$ cat src/lcd4_pkg.sv
// Shared types, constants and lookup functions for the 4-bit character LCD sequencer.
`timescale 1ns / 1ps

package lcd4_pkg;

  localparam int unsigned REG_W  = 20;
  localparam int unsigned HOLD_W = 21;
  localparam int unsigned IDX_W  = 3;
  localparam int unsigned CMD_W  = 3;

  typedef enum logic [1:0] {
    ACT_CMD  = 2'd0,
    ACT_DATA = 2'd1,
    ACT_GOTO = 2'd2,
    ACT_INIT = 2'd3
  } action_t;

  // register indexes on the write port
  localparam logic [IDX_W-1:0] REG_PHASE_HOLD    = 3'd0;
  localparam logic [IDX_W-1:0] REG_POWER_UP_HOLD = 3'd1;
  localparam logic [IDX_W-1:0] REG_CLEAR_EXTRA   = 3'd2;
  localparam logic [IDX_W-1:0] REG_ENTRY_EXTRA   = 3'd3;
  localparam logic [IDX_W-1:0] REG_GOTO_EXTRA    = 3'd4;

  localparam logic [REG_W-1:0] PHASE_HOLD_RST    = 20'd1000;
  localparam logic [REG_W-1:0] POWER_UP_HOLD_RST = 20'd1000;
  localparam logic [REG_W-1:0] CLEAR_EXTRA_RST   = 20'd20000;
  localparam logic [REG_W-1:0] ENTRY_EXTRA_RST   = 20'd10000;
  localparam logic [REG_W-1:0] GOTO_EXTRA_RST    = 20'd100000;

  // positions in the init command list that carry an extra wait
  localparam logic [CMD_W-1:0] INIT_CLEAR_POS = 3'd4;
  localparam logic [CMD_W-1:0] INIT_ENTRY_POS = 3'd5;
  localparam logic [CMD_W-1:0] INIT_LAST_POS  = 3'd5;

  localparam logic [1:0] PHASE_LAST = 2'd3;

  typedef struct packed {
    logic             load;     // item accepted this cycle
    logic             emit;     // produce one result beat
    logic             wait_ph;  // power-up wait beat
    logic             init;     // item is the init sequence
    logic [1:0]       phase;    // hi/en, hi, lo/en, lo
    logic [CMD_W-1:0] cmd;      // init command position
    logic             last;     // final beat of the item
  } ctl_t;

  function automatic logic [7:0] init_cmd(input logic [CMD_W-1:0] pos);
    logic [7:0] c;
    unique case (pos)
      3'd0:    c = 8'h33;
      3'd1:    c = 8'h32;
      3'd2:    c = 8'h28;
      3'd3:    c = 8'h0E;
      3'd4:    c = 8'h01;
      3'd5:    c = 8'h06;
      default: c = 8'h00;
    endcase
    return c;
  endfunction

  function automatic logic [7:0] row_base(input logic [1:0] row);
    logic [7:0] b;
    unique case (row)
      2'd0: b = 8'h80;
      2'd1: b = 8'hC0;
      2'd2: b = 8'h94;
      2'd3: b = 8'hD4;
    endcase
    return b;
  endfunction

endpackage

$ cat src/lcd4_ctrl.sv
// Sequencer state machine: walks the wait beat, init commands and nibble phases.
`timescale 1ns / 1ps

module lcd4_ctrl
  import lcd4_pkg::*;
(
  input  logic       clk,
  input  logic       rst,
  input  logic       start,
  input  logic [1:0] action,
  output logic       busy,
  output ctl_t       ctl
);

  typedef enum logic [1:0] {
    S_IDLE,
    S_WAIT,
    S_BYTE
  } state_t;

  state_t           state;
  logic [1:0]       phase;
  logic [CMD_W-1:0] cmd;
  logic             init;

  logic load;
  logic last;

  assign load = start && (state == S_IDLE);
  assign last = (state == S_BYTE) && (phase == PHASE_LAST) &&
                (!init || (cmd == INIT_LAST_POS));
  assign busy = (state != S_IDLE);

  assign ctl.load    = load;
  assign ctl.emit    = (state != S_IDLE);
  assign ctl.wait_ph = (state == S_WAIT);
  assign ctl.init    = init;
  assign ctl.phase   = phase;
  assign ctl.cmd     = cmd;
  assign ctl.last    = last;

  always_ff @(posedge clk) begin
    if (rst) begin
      state <= S_IDLE;
      phase <= '0;
      cmd   <= '0;
      init  <= 1'b0;
    end else begin
      unique case (state)
        S_IDLE: begin
          if (start) begin
            phase <= '0;
            cmd   <= '0;
            init  <= (action == ACT_INIT);
            state <= (action == ACT_INIT) ? S_WAIT : S_BYTE;
          end
        end
        S_WAIT: begin
          state <= S_BYTE;
        end
        S_BYTE: begin
          phase <= phase + 2'd1;
          if (phase == PHASE_LAST) begin
            if (last) state <= S_IDLE;
            else      cmd   <= cmd + 3'd1;
          end
        end
        default: state <= S_IDLE;
      endcase
    end
  end

endmodule

$ cat src/lcd4_dp.sv
// Datapath: config registers, item latch, pin-state and hold computation, result registers.
`timescale 1ns / 1ps

module lcd4_dp
  import lcd4_pkg::*;
(
  input  logic              clk,
  input  logic              rst,
  input  ctl_t              ctl,
  input  logic [1:0]        action,
  input  logic [7:0]        byte_value,
  input  logic [1:0]        row_index,
  input  logic [5:0]        column_index,
  input  logic              wr_en,
  input  logic [IDX_W-1:0]  wr_index,
  input  logic [REG_W-1:0]  wr_data,
  output logic              strobe,
  output logic              reg_select,
  output logic              enable_pin,
  output logic [3:0]        data_nibble,
  output logic [HOLD_W-1:0] hold_units,
  output logic              last_phase
);

  logic [REG_W-1:0] phase_hold;
  logic [REG_W-1:0] power_up_hold;
  logic [REG_W-1:0] clear_extra;
  logic [REG_W-1:0] entry_extra;
  logic [REG_W-1:0] goto_extra;

  logic       item_rs;
  logic       item_goto;
  logic [7:0] item_byte;

  logic [7:0]       byte_cur;
  logic [REG_W-1:0] extra;

  always_ff @(posedge clk) begin
    if (rst) begin
      phase_hold    <= PHASE_HOLD_RST;
      power_up_hold <= POWER_UP_HOLD_RST;
      clear_extra   <= CLEAR_EXTRA_RST;
      entry_extra   <= ENTRY_EXTRA_RST;
      goto_extra    <= GOTO_EXTRA_RST;
    end else if (wr_en) begin
      unique case (wr_index)
        REG_PHASE_HOLD:    phase_hold    <= wr_data;
        REG_POWER_UP_HOLD: power_up_hold <= wr_data;
        REG_CLEAR_EXTRA:   clear_extra   <= wr_data;
        REG_ENTRY_EXTRA:   entry_extra   <= wr_data;
        REG_GOTO_EXTRA:    goto_extra    <= wr_data;
        default: ;
      endcase
    end
  end

  // cursor address wraps to 8 bits
  always_ff @(posedge clk) begin
    if (ctl.load) begin
      item_rs   <= (action == ACT_DATA);
      item_goto <= (action == ACT_GOTO);
      item_byte <= (action == ACT_GOTO) ? row_base(row_index) + {2'b00, column_index}
                                        : byte_value;
    end
  end

  assign byte_cur = ctl.init ? init_cmd(ctl.cmd) : item_byte;

  always_comb begin
    extra = '0;
    if (ctl.phase == PHASE_LAST) begin
      if (ctl.init) begin
        if (ctl.cmd == INIT_CLEAR_POS) extra = clear_extra;
        if (ctl.cmd == INIT_ENTRY_POS) extra = entry_extra;
      end else if (item_goto) begin
        extra = goto_extra;
      end
    end
  end

  always_ff @(posedge clk) begin
    if (rst) strobe <= 1'b0;
    else     strobe <= ctl.emit;
  end

  always_ff @(posedge clk) begin
    if (ctl.emit) begin
      last_phase <= ctl.last;
      if (ctl.wait_ph) begin
        reg_select  <= 1'b0;
        enable_pin  <= 1'b0;
        data_nibble <= '0;
        hold_units  <= {1'b0, power_up_hold};
      end else begin
        reg_select  <= ctl.init ? 1'b0 : item_rs;
        enable_pin  <= ~ctl.phase[0];
        data_nibble <= ctl.phase[1] ? byte_cur[3:0] : byte_cur[7:4];
        hold_units  <= {1'b0, phase_hold} + {1'b0, extra};
      end
    end
  end

endmodule

$ cat src/char_lcd_4bit_write_sequencer_top.sv
// Top level of the 4-bit character LCD write sequencer.
//
// Usage: raise start with action and its operand fields; the item is taken
// at a clock edge where start is high and busy is low. Each pin state
// comes out as one beat: strobe is high for exactly one cycle with
// reg_select, read_write, enable_pin, data_nibble, hold_units and
// last_phase valid; last_phase marks the final beat of the item.
// The first beat is registered in the datapath after the sequencer leaves
// idle, then one beat per cycle. Command, data and cursor items give four
// beats; an init item gives 25 (one power-up wait, six commands).
// Busy drops while the final beat is on the ports, so a new item is taken
// only after the previous one has finished its last nibble phase.
// Registers are to be written through wr_en/wr_index/wr_data only while
// idle; the block itself does not enforce this. Unknown indexes are
// dropped. Synchronous rst returns the registers to their defaults and
// the sequencer to idle, with no beat pending.
// Beats cannot be held off: the receiver must take each one as it comes.
`timescale 1ns / 1ps

module char_lcd_4bit_write_sequencer_top
  import lcd4_pkg::*;
(
  input  logic              clk,
  input  logic              rst,
  input  logic              start,
  output logic              busy,
  input  logic [1:0]        action,
  input  logic [7:0]        byte_value,
  input  logic [1:0]        row_index,
  input  logic [5:0]        column_index,
  input  logic              wr_en,
  input  logic [IDX_W-1:0]  wr_index,
  input  logic [REG_W-1:0]  wr_data,
  output logic              strobe,
  output logic              reg_select,
  output logic              read_write,
  output logic              enable_pin,
  output logic [3:0]        data_nibble,
  output logic [HOLD_W-1:0] hold_units,
  output logic              last_phase
);

  ctl_t ctl;

  assign read_write = 1'b0;

  lcd4_ctrl u_ctrl (
    .clk    (clk),
    .rst    (rst),
    .start  (start),
    .action (action),
    .busy   (busy),
    .ctl    (ctl)
  );

  lcd4_dp u_dp (
    .clk          (clk),
    .rst          (rst),
    .ctl          (ctl),
    .action       (action),
    .byte_value   (byte_value),
    .row_index    (row_index),
    .column_index (column_index),
    .wr_en        (wr_en),
    .wr_index     (wr_index),
    .wr_data      (wr_data),
    .strobe       (strobe),
    .reg_select   (reg_select),
    .enable_pin   (enable_pin),
    .data_nibble  (data_nibble),
    .hold_units   (hold_units),
    .last_phase   (last_phase)
  );

endmodule

$ cat config.mk
export PLATFORM = sky130hd
export DESIGN_NAME = char_lcd_4bit_write_sequencer_top
export DESIGN_NICKNAME = d
export VERILOG_FILES = /design/src/lcd4_pkg.sv /design/src/lcd4_ctrl.sv /design/src/lcd4_dp.sv /design/src/char_lcd_4bit_write_sequencer_top.sv
export SDC_FILE = /design/constraint.sdc
export NUM_CORES = 1
export LEC_CHECK = 0
export ABC_CLOCK_PERIOD_IN_PS = 3500
export BUFFER_PORTS_ARGS = -buffer_cell sky130_fd_sc_hd__clkbuf_2
export CAP_MARGIN = 20
export CORE_ASPECT_RATIO = 2
export CORE_MARGIN = 5
export CORE_UTILIZATION = 30
export CTS_BUF_LIST = sky130_fd_sc_hd__clkbuf_8 sky130_fd_sc_hd__clkbuf_16
export DETAILED_ROUTE_END_ITERATION = 16
export GPL_TIMING_DRIVEN = 0
export HOLD_SLACK_MARGIN = 0.02
export PLACE_DENSITY = 0.52
export SYNTH_ARGS = -nofsm -noshare
export SYNTH_HDL_FRONTEND = slang
export SYNTH_SLANG_ARGS = --single-unit
$ cat constraint.sdc
create_clock -name clk -period 3.5 [get_ports clk]
set_clock_uncertainty 0.1 [all_clocks]
set_input_delay 0.7 -clock clk [delete_from_list [all_inputs] [get_ports clk]]
set_output_delay 0.7 -clock clk [all_outputs]
set_load 0.03 [all_outputs]
==> summary.txt, run 1 <==
status -> finished clean
mux cell area share after synthesis -> 0.735%
Worst Tran Pin Value -> 0.835 ns
worst hold path depth -> 2
post-synth top area share -> 29.8%
Post-Place Cells -> 1262
hold path start -> u_dp.power_up_hold[13]
DP Worst Slack -> -0.775 ns
hold_ws -> 0.356 ns
Worst Setup SP -> u_ctrl.cmd[1]
Synth area leaders -> dfxtp_1 30%, edfxtp_1 16%, nand2_1 15%, a21oi_1 8.3%, ha_1 4.8%
RSZ-0062 raised after global routing -> true
Mean Syn Cell Area -> 8.15 um2
Worst setup SP type -> register
start of the worst register-to-register path -> u_ctrl.cmd[1]
Arr. time, crit path -> 3.54 ns
Pleak -> 3.46 nW
drc violations -> 0
Main synth FF type -> dfxtp_1
clk_lat worst skew -> 0.44 ns
# clock sinks -> 147
count leader, synth -> nand2_1
Synth cell types -> 61
final core occ -> 36.8%
clk root buf -> clkbuf_16
synth cell count leaders -> 292 x nand2_1, 122 x a21oi_1, 109 x dfxtp_1, 53 x clkbuf_1, 38 x edfxtp_1
Sum Neg Setup Slack -> 0 ns
placed cell area -> 8070 um2
PnR Total Power -> 4.04 mW
CTS Buf Count -> 17
Initial Utilization -> 30.1%
initial antenna violation count -> 0
pin count of the biggest net entering global routing -> 23
hold path endpoint -> u_dp.power_up_hold[13]
Remaining Overflow, GRT -> 0
die area -> 27800 um2
largest family of logic cells by synthesized area -> simple AND/OR/NAND/NOR gates
# setup viols final -> 0
XOR/XNOR Fraction of Synth Area -> 1.79%
max-slew violations -> 0
cell taking the most area after synthesis -> dfxtp_1
CTS tree -> yes
area grow syn2layout -> 22.3%
register area share after synthesis -> 45.4%
antenna-violating nets left -> 0
htree depth -> 4
cells along the critical path -> inv_4 -> ha_4 -> and3b_2 -> clkbuf_4 -> nand2_1 -> a311oi_1 -> ha_1 -> buf_2 -> and4_1 -> nand2_1 -> a211oi_4 -> o21ai_0 -> a32o_1
CP bufs+invs -> 3
Top-Level Pins -> 76
FF-to-FF End -> u_dp.hold_units[17]
fin nets -> 1075
Compound-Gate Fraction of Synth Area -> 18.3%
Crit-path slowest cell -> dfxtp_4
DR vias/cell -> 5.01
chip height -> 231 um
relative slew slack -> 44.4%
Inserted Diodes -> 0
Post-Synth Simple-Gate Area -> 24.5%
crit path capture type -> register
Avg WL per Cell -> 18.0 um
via count -> 6535
Async SR Flop Fraction -> 0%
Max stage delay on crit path -> 0.36 ns
Required @ worst endpoint -> 3.59 ns
Clock Pin Slew Worst Setup and Hold Paths -> 0.06 ns
min Tclk post-route -> 3.46 ns
Die Wd -> 120 um
row count -> 81
Yosys reg bits -> 147
P per Cell Area -> 451 nW/um2
Post-Synth Adder-Cell Area -> 5.06%
Final WS setup -> 0.0441 ns
GR Util met2 -> 35.1%
Clock Path Buffers -> 2
Final Hold Vio Count -> 0
crit share post-route -> 98.7%
Post-synth EDFFs -> 38
Placer Congestion -> 0.862
cell family with most CP delay -> compound AO/OA/AOI/OAI gates
# Max-Cap Violations -> 0
cell area after synthesis -> 7320 um2
met1 Use GR -> 15.2%
global-route wire length before repair -> 36100 um
Pre-antenna DRT Iters -> 5
Worst R2R Path Depth -> 13
peak supply drop -> 0.000281 V
Yosys warnings -> 0
CORE AREA -> 24300 um2
Cell Count, Final, Fillers Out -> 1304
grt met3 use -> 3.29%
Post-Synthesis Cells -> 899
Design Area, Final -> 8960 um2
gr usage total -> 17.2%
syn_nets -> 973
Initial DRC Count -> 229
Crit path top cell by count -> nand2_1
drt total wl -> 23500 um
cts hold-fix bufs -> 0
layout cells sized above 1 -> 17.1%
f_max -> 289 MHz
vias in the first global route -> 6647
dpl hpwl -> 18800 um
CP Class -> reg -> reg
I/O Buffers -> 72
R2R Setup Slk -> 0.04 ns
GR peak layer -> met2
Worst Path Max Fanout -> 10
HP Class -> reg -> reg
==> tightest hold or removal path, stage by stage (launching register included) <==
cell and delay, ns:
dfxtp_1 0.31, nand2_1 0.05, a21oi_1 0.05
==> where the power goes <==
group          internal (mW)  switching (mW)  leakage, nW  total [mW]
logic                  0.114           0.256         1.91       0.370
registers               1.81          0.0277         1.24        1.84
clock network           1.11           0.722        0.300        1.83
total                   3.03            1.01         3.46        4.04
==> repair_timing <==
item,4_1_cts,5_1_grt
pin swaps,7,9
setup endpoints to repair,16,12
cloned,0,1
resized for setup,33,25
endpoints found under the hold margin,0,0
setup buffers,3,7
==> worst max path at each step <==
stage                                endpoint  depth (start not counted)  slack (ns)
final                     u_dp.hold_units[17]                         13        0.04
after global routing      u_dp.hold_units[16]                         14       -0.06
after CTS                 u_dp.hold_units[16]                         14        0.02
after detailed placement  u_dp.hold_units[16]                         13       -0.77
after global placement    u_dp.hold_units[16]                         14       -0.69
after floorplan           u_dp.hold_units[15]                         13        0.20
==> final cells by class <==
cell class                 count  area, um2
clock buffer                  22        517
timing repair buffer          84        480
multi-input combinational    675       3840
inverter                      13       51.3
clock inverter                10       77.6
fill                        2581      15400
sequential                   147       3330
tap                          290        363
buffer                        63        297
==> layout by cell type (no fill, tap or decap), types with 3 or more instances in the layout <==
cell type,count
clkbuf_16,20
nor3_1,5
dfxtp_1,107
inv_1,13
xor2_1,8
clkinv_2,5
a31oi_1,6
nor2_1,33
o21ai_0,19
nand2_1,291
nand3b_1,31
a22oi_1,5
nand3_1,9
clkbuf_4,3
clkbuf_8,4
nor2b_1,6
nand2b_1,3
a21oi_2,3
nand4_1,7
buf_4,11
and4_1,3
o21a_1,3
nor3b_1,4
a311oi_1,14
and3_1,6
a21oi_1,118
a311oi_2,7
xnor2_1,7
ha_1,25
and2_1,3
edfxtp_1,38
clkbuf_2,77
clkbuf_1,41
a211oi_1,5
a21o_1,8
buf_2,8
==> cell families after synthesis <==
family | Yosys count
simple gates | 408
fa+ha+maj | 29
xor+xnor | 15
mux | 4
other cells | 1
flops | 147
compound gates | 218
buf+inv | 77
==> routing by layer <==
metal  wire length (um)  vias to the layer above
li1                   -                     3308
met1               7950                     3026
met2              13900                      145
met3                712                       56
met4                951                        0
met5                  0                        -
==> registers in the layout, indices dropped and copies added, names as in the netlist, 2 cells and up <==
signal and count:
u_dp.item_byte 8, u_dp.hold_units 21, u_dp.clear_extra 20, u_dp.data_nibble 4
u_ctrl.cmd 3, u_dp.goto_extra 20, u_ctrl.state 2, u_dp.phase_hold 20
u_ctrl.phase 2, u_dp.entry_extra 20, u_dp.power_up_hold 20
Note: power is estimated with default switching activity, not from simulation.
==> run 2, diff against run 1 <==
--- a/config.mk
+++ b/config.mk
@@ -5,13 +5,14 @@
 export SDC_FILE = /design/constraint.sdc
 export NUM_CORES = 1
 export LEC_CHECK = 0
+export ABC_AREA = 1
 export ABC_CLOCK_PERIOD_IN_PS = 3500
 export BUFFER_PORTS_ARGS = -buffer_cell sky130_fd_sc_hd__clkbuf_2
 export CAP_MARGIN = 20
 export CORE_ASPECT_RATIO = 2
 export CORE_MARGIN = 5
 export CORE_UTILIZATION = 30
-export CTS_BUF_LIST = sky130_fd_sc_hd__clkbuf_8 sky130_fd_sc_hd__clkbuf_16
+export CTS_BUF_LIST = sky130_fd_sc_hd__clkbuf_4 sky130_fd_sc_hd__clkbuf_8
 export DETAILED_ROUTE_END_ITERATION = 16
 export GPL_TIMING_DRIVEN = 0
 export HOLD_SLACK_MARGIN = 0.02
==> summary.txt, run 2 <==
Design Area, Final -> 8920 um2
CTS tree -> yes
Final Hold Vio Count -> 0
syn_nets -> 1081
die area -> 29000 um2
placed cell area -> 8440 um2
peak supply drop -> 0.000214 V
Mean Syn Cell Area -> 7.60 um2
count leader, synth -> nand2_1
min Tclk post-route -> 3.34 ns
pin count of the biggest net entering global routing -> 30
Clock Pin Slew Worst Setup and Hold Paths -> 0.08 ns
htree depth -> 4
Post-synth EDFFs -> 38
P per Cell Area -> 446 nW/um2
Net Sw Frac -> 26.5%
area grow syn2layout -> 16.5%
drc violations -> 0
Post-CTS Setup Bufs -> 0
cell taking the most area after synthesis -> dfxtp_1
clk root buf -> clkbuf_8
Sum Neg Setup Slack -> 0 ns
Worst setup SP type -> register
global-route wire length before repair -> 38200 um
Remaining Overflow, GRT -> 0
I/O Buffers -> 72
synth cell count leaders -> 224 x nand2_1, 146 x nor2_1, 109 x dfxtp_1, 57 x inv_1, 54 x o21ai_1
Final WS setup -> 0.164 ns
crit share post-route -> 95.3%
P_int -> 2.92 mW
dpl hpwl -> 20000 um
NetSw -> 1.05 mW
Main synth FF type -> dfxtp_1
Clock Path Buffers -> 2
PnR Total Power -> 3.97 mW
CORE AREA -> 25100 um2
Post-Synth Adder-Cell Area -> 4.84%
Fillers -> 2727
Arr. time, crit path -> 3.46 ns
most frequent cells in the layout -> 224 x nand2_1, 146 x nor2_1, 109 x dfxtp_1, 74 x clkbuf_2, 56 x inv_1
relative slew slack -> 45.4%
Pleak -> 3.97 nW
Avg WL per Cell -> 17.2 um
chip height -> 236 um
Pre-antenna DRT Iters -> 5
Combinational Power Share -> 12.2%
drt total wl -> 24900 um
Post-Synthesis Cells -> 1007
antenna-violating nets left -> 0
Sequential Power Share -> 47.2%
row count -> 82
RSZ-0062 raised after global routing -> false
max-slew violations -> 0
Yosys warnings -> 0
f_max -> 300 MHz
clk_lat worst skew -> 0.48 ns
# clock sinks -> 147
vias in the first global route -> 7048
R2R Setup Slk -> 0.16 ns
Post-Synth Simple-Gate Area -> 28.3%
Sequential cell area -> 3320 um2
CTS Buf Count -> 17
Clk pwr share -> 40.5%
HP Class -> reg -> reg
final core occ -> 35.5%
Compound-Gate Fraction of Synth Area -> 14.8%
cts hold-fix bufs -> 0
Top-Level Pins -> 76
commonest non-fill, non-tap cell in the layout -> nand2_1
mux cell area share after synthesis -> 0%
# Max-Cap Violations -> 0
hold_ws -> 0.350 ns
CP Class -> reg -> reg
gr usage total -> 17.7%
cell area after synthesis -> 7650 um2
status -> finished clean
# setup viols final -> 0
largest family of logic cells by synthesized area -> simple AND/OR/NAND/NOR gates
multi-input logic area -> 3750 um2
Initial Utilization -> 30.5%
Largest register FFs -> 21
DP Worst Slack -> 0.191 ns
Synth cell types -> 49
Post-Place Cells -> 1415
register area share after synthesis -> 43.4%
Worst Tran Pin Value -> 0.818 ns
Synth area leaders -> dfxtp_1 29%, edfxtp_1 15%, nand2_1 11%, nor2_1 7.2%, ha_1 4.6%
Die Wd -> 123 um
Most flops, register -> u_dp.hold_units
via count -> 6944
initial antenna violation count -> 1
DR vias/cell -> 4.80
cells along the critical path -> inv_1 -> ha_1 -> buf_1 -> nand4_1 -> a311oi_1 -> ha_1 -> nand2_2 -> inv_1 -> a21oi_2 -> nand3_2 -> or2_1 -> nand3_1 -> nand2_1
Initial DRC Count -> 319
Worst Path Max Fanout -> 10
PostCTS Resize Cnt -> 0
Cell Count, Final, Fillers Out -> 1448
fin nets -> 1172
Placer Congestion -> 0.902
layout cells sized above 1 -> 19.5%
Max stage delay on crit path -> 0.44 ns
XOR/XNOR Fraction of Synth Area -> 1.03%
Async SR Flop Fraction -> 0%
crit path capture type -> register
Required @ worst endpoint -> 3.62 ns
Crit-path slowest cell -> buf_1
Yosys reg bits -> 147
post-synth top area share -> 28.5%
==> run 2: cell families after synthesis <==
kind of cell	count (synthesis)
AND/OR/NAND/NOR	494
AO/OA/AOI/OAI	194
flip-flops	147
buffers and inverters	133
adder cells (fa/ha/maj)	29
XOR/XNOR	9
other	1
==> run 2: worst max-delay path: cells and delay by family (launching register included) <==
kind	cells	cell delay, ns
and+or+nand+nor	6	0.91
buffers and inverters	3	0.64
AOI/OAI and AO/OA	2	0.49
DFF	1	0.37
adders and majority gates	2	0.57
==> run 2: final cells by class <==
cell class	instances	area share [%]
Sequential cell	147	37.3
Multi-Input combinational cell	727	42.0
Tap cell	336	4.72
Antenna cell	1	0.0281
Inverter	79	3.33
Buffer	54	3.23
Clock inverter	9	1.94
Timing Repair Buffer	72	4.04
Clock buffer	23	3.41
==> run 2: worst paths after layout <==
check                       start                    to  cells past startpoint
max                 u_ctrl.cmd[1]   u_dp.hold_units[10]                     13
min          u_dp.entry_extra[14]  u_dp.entry_extra[14]                      2
max reg2reg         u_ctrl.cmd[1]   u_dp.hold_units[10]                     13
min reg2reg  u_dp.entry_extra[14]  u_dp.entry_extra[14]                      2
==> run 2: layer usage <==
metal	routed length [um]	part of all wire, %	GRT usage, %	vias up
met3	981	3.9	3.38	70
met5	0	0	0	-
met2	14400	58	35.4	226
met4	1340	5.4	10.3	0
li1	-	-	-	3506
met1	8130	33	15.3	3142
==> run 2: power groups by stage <==
stage	clock network (mW)	registers (mW)	logic, mW
floorplan	0	1.97	0.258
global placement	0	1.92	0.489
detailed placement	0	1.92	0.494
CTS	1.65	1.88	0.496
global route	1.71	1.89	0.539
finish	1.61	1.88	0.486
==> run 3, diff against run 2 <==
--- a/config.mk
+++ b/config.mk
@@ -16,7 +16,7 @@
 export DETAILED_ROUTE_END_ITERATION = 16
 export GPL_TIMING_DRIVEN = 0
 export HOLD_SLACK_MARGIN = 0.02
-export PLACE_DENSITY = 0.52
+export PLACE_DENSITY = 0.47
 export SYNTH_ARGS = -nofsm -noshare
 export SYNTH_HDL_FRONTEND = slang
 export SYNTH_SLANG_ARGS = --single-unit
==> summary.txt, run 3 (synthesis gave the netlist of run 2 again) <==
via count -> 6732
RSZ-0062 raised after global routing -> false
Post-Place Cells -> 1415
f_max -> 308 MHz
Largest register FFs -> 21
fin nets -> 1173
hold_ws -> 0.352 ns
P per Cell Area -> 424 nW/um2
crit path capture type -> register
Pre-antenna DRT Iters -> 5
Most flops, register -> u_dp.hold_units
antenna-violating nets left -> 0
# clock sinks -> 147
DR vias/cell -> 4.65
Worst Tran Pin Value -> 0.799 ns
Crit-path slowest cell -> dfxtp_1
# setup viols final -> 0
R2R Setup Slk -> 0.25 ns
Remaining Overflow, GRT -> 0
max-slew violations -> 0
I/O Buffers -> 72
Initial Utilization -> 30.5%
area grow syn2layout -> 15.9%
Final WS setup -> 0.248 ns
final core occ -> 35.3%
hold path start -> u_dp.entry_extra[14]
vias in the first global route -> 6856
pin count of the biggest net entering global routing -> 30
FF-to-FF End -> u_dp.hold_units[17]
CP Class -> reg -> reg
Initial DRC Count -> 355
Crit path top cell by count -> nand2_1
chip height -> 236 um
most frequent cells in the layout -> 224 x nand2_1, 145 x nor2_1, 108 x dfxtp_1, 74 x clkbuf_2, 56 x inv_1
start of the worst register-to-register path -> u_ctrl.phase[1]
relative slew slack -> 46.7%
initial antenna violation count -> 1
Cell Count, Final, Fillers Out -> 1449
htree depth -> 4
peak supply drop -> 0.000262 V
multi-input logic area -> 3760 um2
CTS tree -> yes
layout cells sized above 1 -> 20.1%
Sequential cell area -> 3320 um2
global-route wire length before repair -> 38700 um
CORE AREA -> 25100 um2
Required @ worst endpoint -> 3.64 ns
Worst R2R Path Depth -> 15
placed cell area -> 8440 um2
Fillers -> 2709
Final Hold Vio Count -> 0
Sum Neg Setup Slack -> 0 ns
Arr. time, crit path -> 3.40 ns
min Tclk post-route -> 3.25 ns
worst hold path depth -> 2
row count -> 82
Avg WL per Cell -> 17.4 um
Design Area, Final -> 8870 um2
gr usage total -> 18.0%
crit share post-route -> 92.9%
hold path endpoint -> u_dp.entry_extra[14]
DP Worst Slack -> 0.131 ns
Clock Pin Slew Worst Setup and Hold Paths -> 0.09 ns
Die Wd -> 123 um
Max stage delay on crit path -> 0.51 ns
CP bufs+invs -> 3
drt total wl -> 25300 um
drc violations -> 0
Clock Path Buffers -> 2
die area -> 29000 um2
clk_lat worst skew -> 0.48 ns
Placer Congestion -> 0.867
commonest non-fill, non-tap cell in the layout -> nand2_1
cell family with most CP delay -> simple AND/OR/NAND/NOR gates
clk root buf -> clkbuf_8
HP Class -> reg -> reg
CTS Buf Count -> 17
# Max-Cap Violations -> 0
cells along the critical path -> ha_1 -> inv_1 -> clkbuf_1 -> a311oi_1 -> ha_1 -> nand2_1 -> nand2_1 -> inv_1 -> nand2_1 -> nand2_1 -> nand3_2 -> nand2_1 -> nand3_1 -> nand3_1 -> nand2_1
status -> finished clean
Top-Level Pins -> 76
Worst Path Max Fanout -> 10
dpl hpwl -> 20400 um
Worst setup SP type -> register
PnR Total Power -> 3.76 mW
Pleak -> 3.93 nW
-- run 3: changes by cell type in the layout (fill, tap and decap cells not counted), sizes merged --
cell	before	now
clkinvlp	0	3
inv	80	79
clkbuf	113	112
clkinv	3	6
bufinv	5	2
-- run 3: worst reg2reg max path: stages (launching register included) --
cell and delay, ns:
dfxtp_1 0.51, ha_1 0.29, inv_1 0.11, clkbuf_1 0.28, a311oi_1 0.45, ha_1 0.37, nand2_1 0.10, nand2_1 0.09
inv_1 0.08, nand2_1 0.05, nand2_1 0.08, nand3_2 0.10, nand2_1 0.14, nand3_1 0.09, nand3_1 0.10, nand2_1 0.05
-- run 3: layout make-up --
class	count	share of cell area, %
Antenna cell	1	0.0282
Buffer	54	3.29
Clock buffer	21	3.12
Clock inverter	11	1.45
Inverter	79	3.34
Multi-Input combinational cell	727	42.4
Sequential cell	147	37.5
Tap cell	336	4.74
Timing Repair Buffer	73	4.15
-- run 3: routing by layer --
layer	track usage [%]	wire length, um	vias up
met3	3.16	671	42
met5	0	0	-
li1	-	-	3506
met2	37.2	15200	114
met4	7.31	863	0
met1	16.3	8570	3070
-- run 3: worst max-delay path by stage --
stage / depth (start not counted) / slack, ns / end / start
floorplan: 17 / 0.76 / u_dp.hold_units[20] / u_ctrl.cmd[1]
global placement: 16 / 0.12 / u_dp.hold_units[17] / u_ctrl.cmd[1]
detailed placement: 16 / 0.13 / u_dp.hold_units[17] / u_ctrl.cmd[1]
CTS: 16 / 0.10 / u_dp.hold_units[17] / u_ctrl.cmd[1]
global route: 14 / 0.01 / u_dp.hold_units[16] / u_ctrl.phase[1]
finish: 15 / 0.25 / u_dp.hold_units[17] / u_ctrl.phase[1]
-- run 3: timing repair --
| action | CTS | global route |
|---|---|---|
| gates resized for setup | 0 | 11 |
| hold buffers | 0 | 0 |
| buffers inserted | 0 | 1 |
| endpoints found under the setup margin | 0 | 8 |
-- run 3: power breakdown --
group	switching [mW]	internal [mW]	leakage, nW
combinational	0.345	0.143	2.49
sequential	0.0370	1.84	1.24
clock	0.708	0.689	0.199
total	1.09	2.67	3.93
